`config.mk`:
```
export PLATFORM = sky130hd
export DESIGN_NAME = round_robin_task_scheduler
export DESIGN_NICKNAME = d
export VERILOG_FILES = /design/src/sv/rrts_pkg.sv /design/src/sv/rrts_front.sv /design/src/sv/rrts_queue.sv /design/src/sv/rrts_exec.sv /design/src/sv/round_robin_task_scheduler.sv
export SDC_FILE = /design/constraint.sdc
export NUM_CORES = 1
export LEC_CHECK = 0
export BUFFER_PORTS_ARGS = -buffer_cell sky130_fd_sc_hd__buf_2
export CAP_MARGIN = 20
export CORE_UTILIZATION = 39
export CTS_CLUSTER_SIZE = 24
export DETAILED_ROUTE_END_ITERATION = 10
export PLACE_DENSITY = 0.53
export SLEW_MARGIN = 15
export SYNTH_ARGS = -nofsm -noshare
export SYNTH_HDL_FRONTEND = slang
export SYNTH_SLANG_ARGS = --single-unit
```
`constraint.sdc`:
```
create_clock -name clk -period 4.3 [get_ports clk]
set_clock_uncertainty 0.2 [all_clocks]
set_input_delay 0 -clock clk [delete_from_list [all_inputs] [get_ports clk]]
set_output_delay 0 -clock clk [all_outputs]
set_load 0.01 [all_outputs]
```
`src/sv/rrts_pkg.sv`:
```
package rrts_pkg;

  localparam int DEFAULT_MAX_SLOTS = 8;
  localparam int QUEUE_DEPTH = 2;
  localparam int QPTR_W = (QUEUE_DEPTH > 1) ? $clog2(QUEUE_DEPTH) : 1;
  localparam int QCNT_W = $clog2(QUEUE_DEPTH + 1);

  typedef logic [2:0] state_t;
  typedef logic [2:0] op_t;

  localparam state_t ST_INVALID  = 3'd0;
  localparam state_t ST_CREATED  = 3'd1;
  localparam state_t ST_EXEC     = 3'd2;
  localparam state_t ST_PAUSED   = 3'd3;
  localparam state_t ST_RETURNED = 3'd4;

  localparam op_t OP_YIELD    = 3'd0;
  localparam op_t OP_CREATE   = 3'd1;
  localparam op_t OP_PAUSE    = 3'd2;
  localparam op_t OP_RESUME   = 3'd3;
  localparam op_t OP_RESTART  = 3'd4;
  localparam op_t OP_QUERY    = 3'd5;
  localparam op_t OP_RETURNED = 3'd6;
  localparam op_t OP_NOP      = 3'd7;

  // A command as it waits in the queue between the front and back ends.
  typedef struct packed {
    op_t        op;
    logic       slot_op;
    logic [2:0] idx;
  } cmd_t;

endpackage

```
`src/sv/rrts_front.sv`:
```
module rrts_front import rrts_pkg::*; (
  input  logic       start,
  input  logic [2:0] in_operation,
  input  logic [2:0] in_task_index,
  input  logic       q_full,
  output logic       busy,
  output logic       push,
  output cmd_t       push_cmd
);

  assign busy = q_full;
  assign push = start && !q_full;

  always_comb begin
    push_cmd.op      = in_operation;
    push_cmd.idx     = in_task_index;
    push_cmd.slot_op = in_operation inside {[OP_PAUSE:OP_RETURNED]};
    // The no-operation command has its task index cleared.
    if (in_operation == OP_NOP) begin
      push_cmd.op  = OP_NOP;
      push_cmd.idx = '0;
    end
  end

endmodule

```
`src/sv/rrts_queue.sv`:
```
module rrts_queue import rrts_pkg::*; (
  input  logic clk,
  input  logic rst_n,
  input  logic push,
  input  cmd_t push_cmd,
  input  logic pop,
  output cmd_t pop_cmd,
  output logic full,
  output logic empty
);

  cmd_t              mem_r [QUEUE_DEPTH];
  logic [QPTR_W-1:0] wr_ptr_r, wr_ptr_nxt;
  logic [QPTR_W-1:0] rd_ptr_r, rd_ptr_nxt;
  logic [QCNT_W-1:0] cnt_r, cnt_nxt;

  assign full    = (cnt_r == QCNT_W'(QUEUE_DEPTH));
  assign empty   = (cnt_r == '0);
  assign pop_cmd = mem_r[rd_ptr_r];

  always_comb begin
    wr_ptr_nxt = wr_ptr_r;
    rd_ptr_nxt = rd_ptr_r;
    cnt_nxt    = cnt_r;
    if (push) begin
      wr_ptr_nxt = (wr_ptr_r == QPTR_W'(QUEUE_DEPTH - 1)) ? '0 : wr_ptr_r + 1'b1;
    end
    if (pop) begin
      rd_ptr_nxt = (rd_ptr_r == QPTR_W'(QUEUE_DEPTH - 1)) ? '0 : rd_ptr_r + 1'b1;
    end
    if (push && !pop) begin
      cnt_nxt = cnt_r + 1'b1;
    end else if (pop && !push) begin
      cnt_nxt = cnt_r - 1'b1;
    end
  end

  always_ff @(posedge clk) begin
    if (!rst_n) begin
      wr_ptr_r <= '0;
      rd_ptr_r <= '0;
      cnt_r    <= '0;
    end else begin
      wr_ptr_r <= wr_ptr_nxt;
      rd_ptr_r <= rd_ptr_nxt;
      cnt_r    <= cnt_nxt;
    end
  end

  always_ff @(posedge clk) begin
    if (push) begin
      mem_r[wr_ptr_r] <= push_cmd;
    end
  end

endmodule

```
`src/sv/rrts_exec.sv`:
```
module rrts_exec import rrts_pkg::*; #(
  parameter int MAX_SLOTS = DEFAULT_MAX_SLOTS
) (
  input  logic       clk,
  input  logic       rst_n,
  input  logic       q_empty,
  input  cmd_t       q_cmd,
  output logic       pop,
  output logic       out_strobe,
  output logic [2:0] out_result_state,
  output logic [2:0] out_prev_task,
  output logic [2:0] out_next_task,
  output logic       out_switched
);

  localparam int CW   = $clog2(MAX_SLOTS);
  localparam int CMPW = (CW > 3) ? CW : 3;

  state_t               st_r [MAX_SLOTS];
  state_t               st_nxt [MAX_SLOTS];
  logic [CW-1:0]        count_r, count_nxt;
  logic [MAX_SLOTS-1:0] round_r, round_nxt;
  logic [MAX_SLOTS-1:0] en_r, en_nxt;

  logic                 strobe_r;
  state_t               rs_r, rs_nxt;
  logic [2:0]           prev_r, prev_nxt;
  logic [2:0]           next_r, next_nxt;
  logic                 sw_r, sw_nxt;

  logic [MAX_SLOTS-1:0] rest;
  logic [CW-1:0]        tail, head_raw, head;
  logic [CW:0]          slot_wide;
  logic [CW-1:0]        slot;
  logic [CMPW-1:0]      idx_ext;
  logic                 do_yield, do_create, do_slot;
  logic [MAX_SLOTS-1:0] tail_sel, head_sel, idx_sel, new_sel;
  state_t               s_tail, s_head, s_idx, nl, nn;

  function automatic logic [CW-1:0] lowest(input logic [MAX_SLOTS-1:0] m);
    logic [CW-1:0] r;
    r = '0;
    for (int i = MAX_SLOTS - 1; i >= 0; i--) begin
      if (m[i]) r = CW'(i);
    end
    return r;
  endfunction

  assign pop = !q_empty;

  always_comb begin
    rest      = round_r & (round_r - MAX_SLOTS'(1));
    tail      = lowest(round_r);
    head_raw  = (|rest) ? lowest(rest) : '0;
    // A next slot beyond the created tasks falls back to the main context.
    head      = (head_raw > count_r) ? '0 : head_raw;
    slot_wide = {1'b0, count_r} + (CW+1)'(1);
    slot      = slot_wide[CW-1:0];
    idx_ext   = CMPW'(q_cmd.idx);

    do_yield  = pop && (q_cmd.op == OP_YIELD) && (count_r != '0) && (|round_r);
    do_create = pop && (q_cmd.op == OP_CREATE) && (slot_wide < (CW+1)'(MAX_SLOTS));
    do_slot   = pop && q_cmd.slot_op && (idx_ext <= CMPW'(count_r));

    s_tail = '0;
    s_head = '0;
    s_idx  = '0;
    for (int i = 0; i < MAX_SLOTS; i++) begin
      tail_sel[i] = (tail == CW'(i));
      head_sel[i] = (head == CW'(i));
      idx_sel[i]  = (idx_ext == CMPW'(i));
      new_sel[i]  = (slot == CW'(i));
      s_tail = s_tail | (tail_sel[i] ? st_r[i] : ST_INVALID);
      s_head = s_head | (head_sel[i] ? st_r[i] : ST_INVALID);
      s_idx  = s_idx  | (idx_sel[i]  ? st_r[i] : ST_INVALID);
    end

    nl = (s_tail == ST_PAUSED || s_tail == ST_RETURNED) ? s_tail : ST_CREATED;
    nn = (s_head == ST_PAUSED || s_head == ST_RETURNED) ? s_head : ST_EXEC;

    count_nxt = count_r;
    round_nxt = round_r;
    en_nxt    = en_r;
    rs_nxt    = ST_INVALID;
    prev_nxt  = '0;
    next_nxt  = '0;
    sw_nxt    = 1'b0;
    for (int i = 0; i < MAX_SLOTS; i++) begin
      st_nxt[i] = st_r[i];
    end

    if (do_yield) begin
      // When outgoing and incoming are the same slot, the incoming rule wins.
      for (int i = 0; i < MAX_SLOTS; i++) begin
        if (head_sel[i]) begin
          st_nxt[i] = nn;
        end else if (tail_sel[i]) begin
          st_nxt[i] = nl;
        end
      end
      round_nxt = (|rest) ? rest : en_r;
      rs_nxt    = nn;
      prev_nxt  = 3'(tail);
      next_nxt  = 3'(head);
      sw_nxt    = 1'b1;
    end

    if (do_create) begin
      for (int i = 0; i < MAX_SLOTS; i++) begin
        if (new_sel[i]) st_nxt[i] = ST_CREATED;
      end
      round_nxt = round_r | new_sel;
      en_nxt    = round_r | new_sel;
      count_nxt = slot;
      rs_nxt    = ST_CREATED;
      next_nxt  = 3'(slot);
    end

    if (do_slot) begin
      case (q_cmd.op)
        OP_PAUSE: begin
          if (s_idx != ST_PAUSED) begin
            en_nxt = en_r & ~idx_sel;
          end
          for (int i = 0; i < MAX_SLOTS; i++) begin
            if (idx_sel[i]) st_nxt[i] = ST_PAUSED;
          end
          rs_nxt = ST_PAUSED;
        end
        OP_RESUME: begin
          if (s_idx == ST_PAUSED) begin
            en_nxt = en_r | idx_sel;
            for (int i = 0; i < MAX_SLOTS; i++) begin
              if (idx_sel[i]) st_nxt[i] = ST_CREATED;
            end
            rs_nxt = ST_CREATED;
          end else begin
            rs_nxt = s_idx;
          end
        end
        OP_RESTART: begin
          if (s_idx == ST_RETURNED) begin
            for (int i = 0; i < MAX_SLOTS; i++) begin
              if (idx_sel[i]) st_nxt[i] = ST_CREATED;
            end
            rs_nxt = ST_CREATED;
          end
        end
        OP_QUERY: begin
          rs_nxt = s_idx;
        end
        OP_RETURNED: begin
          for (int i = 0; i < MAX_SLOTS; i++) begin
            if (idx_sel[i]) st_nxt[i] = ST_RETURNED;
          end
          rs_nxt = ST_RETURNED;
        end
        default: begin
          rs_nxt = ST_INVALID;
        end
      endcase
    end
  end

  always_ff @(posedge clk) begin
    if (!rst_n) begin
      for (int i = 0; i < MAX_SLOTS; i++) begin
        st_r[i] <= (i == 0) ? ST_CREATED : ST_INVALID;
      end
      count_r  <= '0;
      round_r  <= MAX_SLOTS'(1);
      en_r     <= '0;
      strobe_r <= 1'b0;
    end else begin
      for (int i = 0; i < MAX_SLOTS; i++) begin
        st_r[i] <= st_nxt[i];
      end
      count_r  <= count_nxt;
      round_r  <= round_nxt;
      en_r     <= en_nxt;
      strobe_r <= pop;
    end
  end

  always_ff @(posedge clk) begin
    if (pop) begin
      rs_r   <= rs_nxt;
      prev_r <= prev_nxt;
      next_r <= next_nxt;
      sw_r   <= sw_nxt;
    end
  end

  assign out_strobe       = strobe_r;
  assign out_result_state = rs_r;
  assign out_prev_task    = prev_r;
  assign out_next_task    = next_r;
  assign out_switched     = sw_r;

  a_pop_gives_result: assert property (@(posedge clk) disable iff (!rst_n)
    pop |=> strobe_r)
    else $error("popped command produced no result");

  a_no_phantom_result: assert property (@(posedge clk) disable iff (!rst_n)
    !pop |=> !strobe_r)
    else $error("result without a popped command");

  a_main_never_invalid: assert property (@(posedge clk) disable iff (!rst_n)
    st_r[0] != ST_INVALID)
    else $error("main context slot became invalid");

  a_count_in_range: assert property (@(posedge clk) disable iff (!rst_n)
    (CMPW+1)'(count_r) < (CMPW+1)'(MAX_SLOTS))
    else $error("task count beyond slot range");

endmodule

```
`src/sv/round_robin_task_scheduler.sv`:
```
// Cooperative round-robin task scheduler (state bookkeeping only). A command
// is accepted on a rising edge with start high and busy low; its single
// result is driven with out_strobe high for one cycle, once the command has
// passed through the queue storage and then the result registers. Results
// leave in the order commands came in. A front end decodes commands into a
// two-entry queue; the back end drains one command per cycle, so the
// sustained rate is one command per cycle and the queue never holds more
// than one item, which keeps busy low. The receiver cannot stall and must
// take each result in the cycle it is strobed.
module round_robin_task_scheduler import rrts_pkg::*; #(
  parameter int MAX_SLOTS = DEFAULT_MAX_SLOTS
) (
  input  logic       clk,
  input  logic       rst_n,
  input  logic       start,
  output logic       busy,
  input  logic [2:0] in_operation,
  input  logic [2:0] in_task_index,
  output logic       out_strobe,
  output logic [2:0] out_result_state,
  output logic [2:0] out_prev_task,
  output logic [2:0] out_next_task,
  output logic       out_switched
);

  logic push, pop, q_full, q_empty;
  cmd_t push_cmd, pop_cmd;

  rrts_front u_front (
    .start         (start),
    .in_operation  (in_operation),
    .in_task_index (in_task_index),
    .q_full        (q_full),
    .busy          (busy),
    .push          (push),
    .push_cmd      (push_cmd)
  );

  rrts_queue u_queue (
    .clk      (clk),
    .rst_n    (rst_n),
    .push     (push),
    .push_cmd (push_cmd),
    .pop      (pop),
    .pop_cmd  (pop_cmd),
    .full     (q_full),
    .empty    (q_empty)
  );

  rrts_exec #(
    .MAX_SLOTS (MAX_SLOTS)
  ) u_exec (
    .clk              (clk),
    .rst_n            (rst_n),
    .q_empty          (q_empty),
    .q_cmd            (pop_cmd),
    .pop              (pop),
    .out_strobe       (out_strobe),
    .out_result_state (out_result_state),
    .out_prev_task    (out_prev_task),
    .out_next_task    (out_next_task),
    .out_switched     (out_switched)
  );

endmodule

```
==> impl_metrics.ini <==
[floorplan]
io_pins = 21
fp.dieW_um = 122
fp-row-count = 43
die_y_um = 122
initial_utilization = 0.402
design.core.area_um2 = 13900
dieArea_um2 = 14800

[global_route]
gr-total-overflow = 0
antenna_found_initial = 0
grt_pass1_wl_um = 33200
grt_max_degree = 39
grtUsageTotal = 0.301
first_global_vias = 5758

[cells_and_area]
fin_util = 0.472
nNetsFinal = 777
fillCellCount = 1351
final_cell_area_um2 = 6570
syn_to_final_growth_pct = 17.3
drive_gt1_frac = 0.159
antennaDiodeCount = 0

[logic_synthesis]
synth_top_cell_area_share = 0.175
synth_nets = 738
ys_warn_count = 0
synthFlopType = dfxtp_1
syn_avg_cell_area_um2 = 7.81
syn-instance-count = 717
synth_area_um2 = 5600
yosysUniqueCellTypes = 81
synth_area_leaders = dfxtp_1, edfxtp_1, nor2_1
synth_common_cells = nor2_1, nand2_1, a21oi_1
synth_top_cell_by_area = dfxtp_1
synth_most_common_cell = nor2_1
synth_edf_count = 24
ys_async_sr_fraction = 0
ys_ff_latch = 73
seq_area_frac_synth = 0.304

[min_path]
min_path_type = input pin to flop

[sta]
tns_ns = 0
slew_viol_final = 0
fmax_mhz = 241
fin_crit_sh = 0.965
hold_ws_ns = 0.219
worst_pin_slew_ns = 0.735
hold_viol_final = 0
final-setup-viol-count = 0
slew_headroom = 0.510
fin_crit_ns = 4.15
setup_ws_ns = 0.150

[setup_path]
crit_type = flop to flop
crit_chain = buf_4, nor4_2, buf_4, a21oi_1, o211ai_1, a22oi_1, ha_1, nor2b_1, o21a_1, o21ai_2, o211ai_1, o22ai_2, a2111oi_4, buf_4, nand3_2, buf_4, nor3_1, o2111a_1
worst_setup_path_endpoint = u_exec.st_r[2][2]$_SDFF_PN0_
crit_slowest_cell = nor4_2
cp-end-kind = flop
cp.required_ns = 4.39
worstSetupPathDepth = 18
arrival_ns = 4.24
r2r_slack_ns = 0.15
slowest_delay_ns = 0.38
r2r_cells = 18
crit_fanout = 13
critPathBufInv = 4
crit-reg2reg-capture = u_exec.st_r[2][2]$_SDFF_PN0_
r2r-start = u_exec.round_r[3]$_SDFFE_PN0P_
critPathLaunch = u_exec.round_r[3]$_SDFFE_PN0P_
cp_top_family = compound AO/OA/AOI/OAI gates
cp-start-kind = flop
crit_top_cell = buf_4

[power_and_ir_drop]
power.leakage_nw = 2.31
ir_worst_vdd_uv = 181
p_seq_frac = 0.337
clockPowerShare = 0.275
power_switching_share = 0.397
p_per_area_nw_per_um2 = 424
switching_power_mw = 1.11
p_int_mw = 1.68
pwr-share-comb = 0.388

[outcome]
outcome = finished clean

[clock_network]
cts_buffers = 9
clockBufferDepth = 2
cts_max_level = 3
cts_tree = done
cts.clk_slew.worst_paths_ns = 0.06
clockRootBuffer = clkbuf_16
clk_latency_ns = 0.35
clock_sinks = 73

[route]
avgRoutedWirePerCell_um = 23.1
ant_nets = 0
wirelength_um = 21700
vias = 6117
drt-initial-drc-count = 812
drc_errors = 0
vias_per_cell = 6.50
dr.pass1.iters = 5

[placed_design]
placedInstanceArea_um2 = 6100
gp_congestion = 0.981
hpwl_um = 16400
pre_cts_ws_ns = 0.0353
portBuffers = 20

[flow_run]
drv_cap = 0
[what timing repair did]
| item | in CTS | in global routing |
|---|---|---|
| setup buffers | 0 | 2 |
| endpoints found under the hold margin | 28 | 0 |
| hold buffers | 8 | 0 |
| endpoints found under the setup margin | 0 | 25 |
| resized for setup | 0 | 13 |
[layout make-up]
type | instances | area, um^2 | area share
clock buffer | 9 | 225 | 0.0343
clock inverter | 7 | 71.3 | 0.0109
inverter | 21 | 78.8 | 0.0120
multi-input combinational | 574 | 3710 | 0.564
sequential | 73 | 1700 | 0.259
tap | 180 | 225 | 0.0343
timing repair buffer | 77 | 561 | 0.0853
[cells in the final DEF, fill, tap and decap left out, types with 7 or more instances in the layout]
cell           instances
clkbuf_16              9
a311oi_1              10
buf_4                 48
o22ai_1               11
mux2i_1               27
nor3_1                25
edfxtp_1              24
ha_1                  12
o21a_1                 7
o21ai_0               44
nand2b_1              10
a21oi_1               51
or3_1                  8
inv_1                 17
dlygate4sd3_1          8
nand3_1               24
buf_2                 20
nor2_1                85
a22oi_1                7
a31oi_1               11
nand2_1               70
a211oi_1              10
nor2b_1                8
and2_1                 9
dfxtp_1               49
o211ai_1              10
[routing by layer]
metal	vias to the layer above	track usage	wire (um)
li1	2802	-	-
met1	2899	0.384	8980
met2	337	0.457	9590
met3	79	0.0927	2130
met4	0	0.149	1020
met5	-	0	0
[metrics by stage]
step | power (mW) | std cells
final | 2.79 | 941
after global routing | 2.93 | 941
after CTS | 2.75 | 939
after detailed placement | 1.98 | 915
after global placement | 1.97 | 915
after floorplan | 1.62 | 717
[power by group through the flow]
stage	clock network (mW)	logic, mW	registers [mW]
6_report	0.767	1.08	0.940
5_1_grt	0.801	1.18	0.954
4_1_cts	0.775	1.04	0.940
3_5_place_dp	0	1.03	0.954
3_3_place_gp	0	1.01	0.952
2_1_floorplan	0	0.688	0.935
[how the worst min path moves through the flow]
stage	cells past startpoint	start	end
5_1_grt	2	in_operation[1]	u_queue.mem_r[0][5]$_DFFE_PP_
3_3_place_gp	1	in_operation[1]	u_queue.mem_r[1][5]$_DFFE_PP_
6_report	2	in_operation[1]	u_queue.mem_r[0][5]$_DFFE_PP_
4_1_cts	2	in_operation[1]	u_queue.mem_r[0][5]$_DFFE_PP_
3_5_place_dp	1	in_operation[1]	u_queue.mem_r[0][5]$_DFFE_PP_
2_1_floorplan	1	in_operation[0]	u_queue.mem_r[0][4]$_DFFE_PP_
[registers in the layout, indices dropped and copies added, names as in the netlist, 2 cells and up, named ones only]
name	flops
u_exec.st_r	24
u_queue.mem_r	14
u_exec.en_r	8
u_exec.round_r	8
u_exec.count_r	3
u_exec.out_next_task	3
u_exec.out_prev_task	3
u_exec.out_result_state	3
u_queue.cnt_r	2
[logic make-up after synthesis]
family,share of synthesized area
AO/OA/AOI/OAI,0.297
XOR/XNOR,0.0156
adder cells (fa/ha/maj),0.0268
buffers and inverters,0.0538
flip-flops,0.304
multiplexers,0.0603
AND/OR/NAND/NOR,0.243
Power figures use the tool's default switching activity.
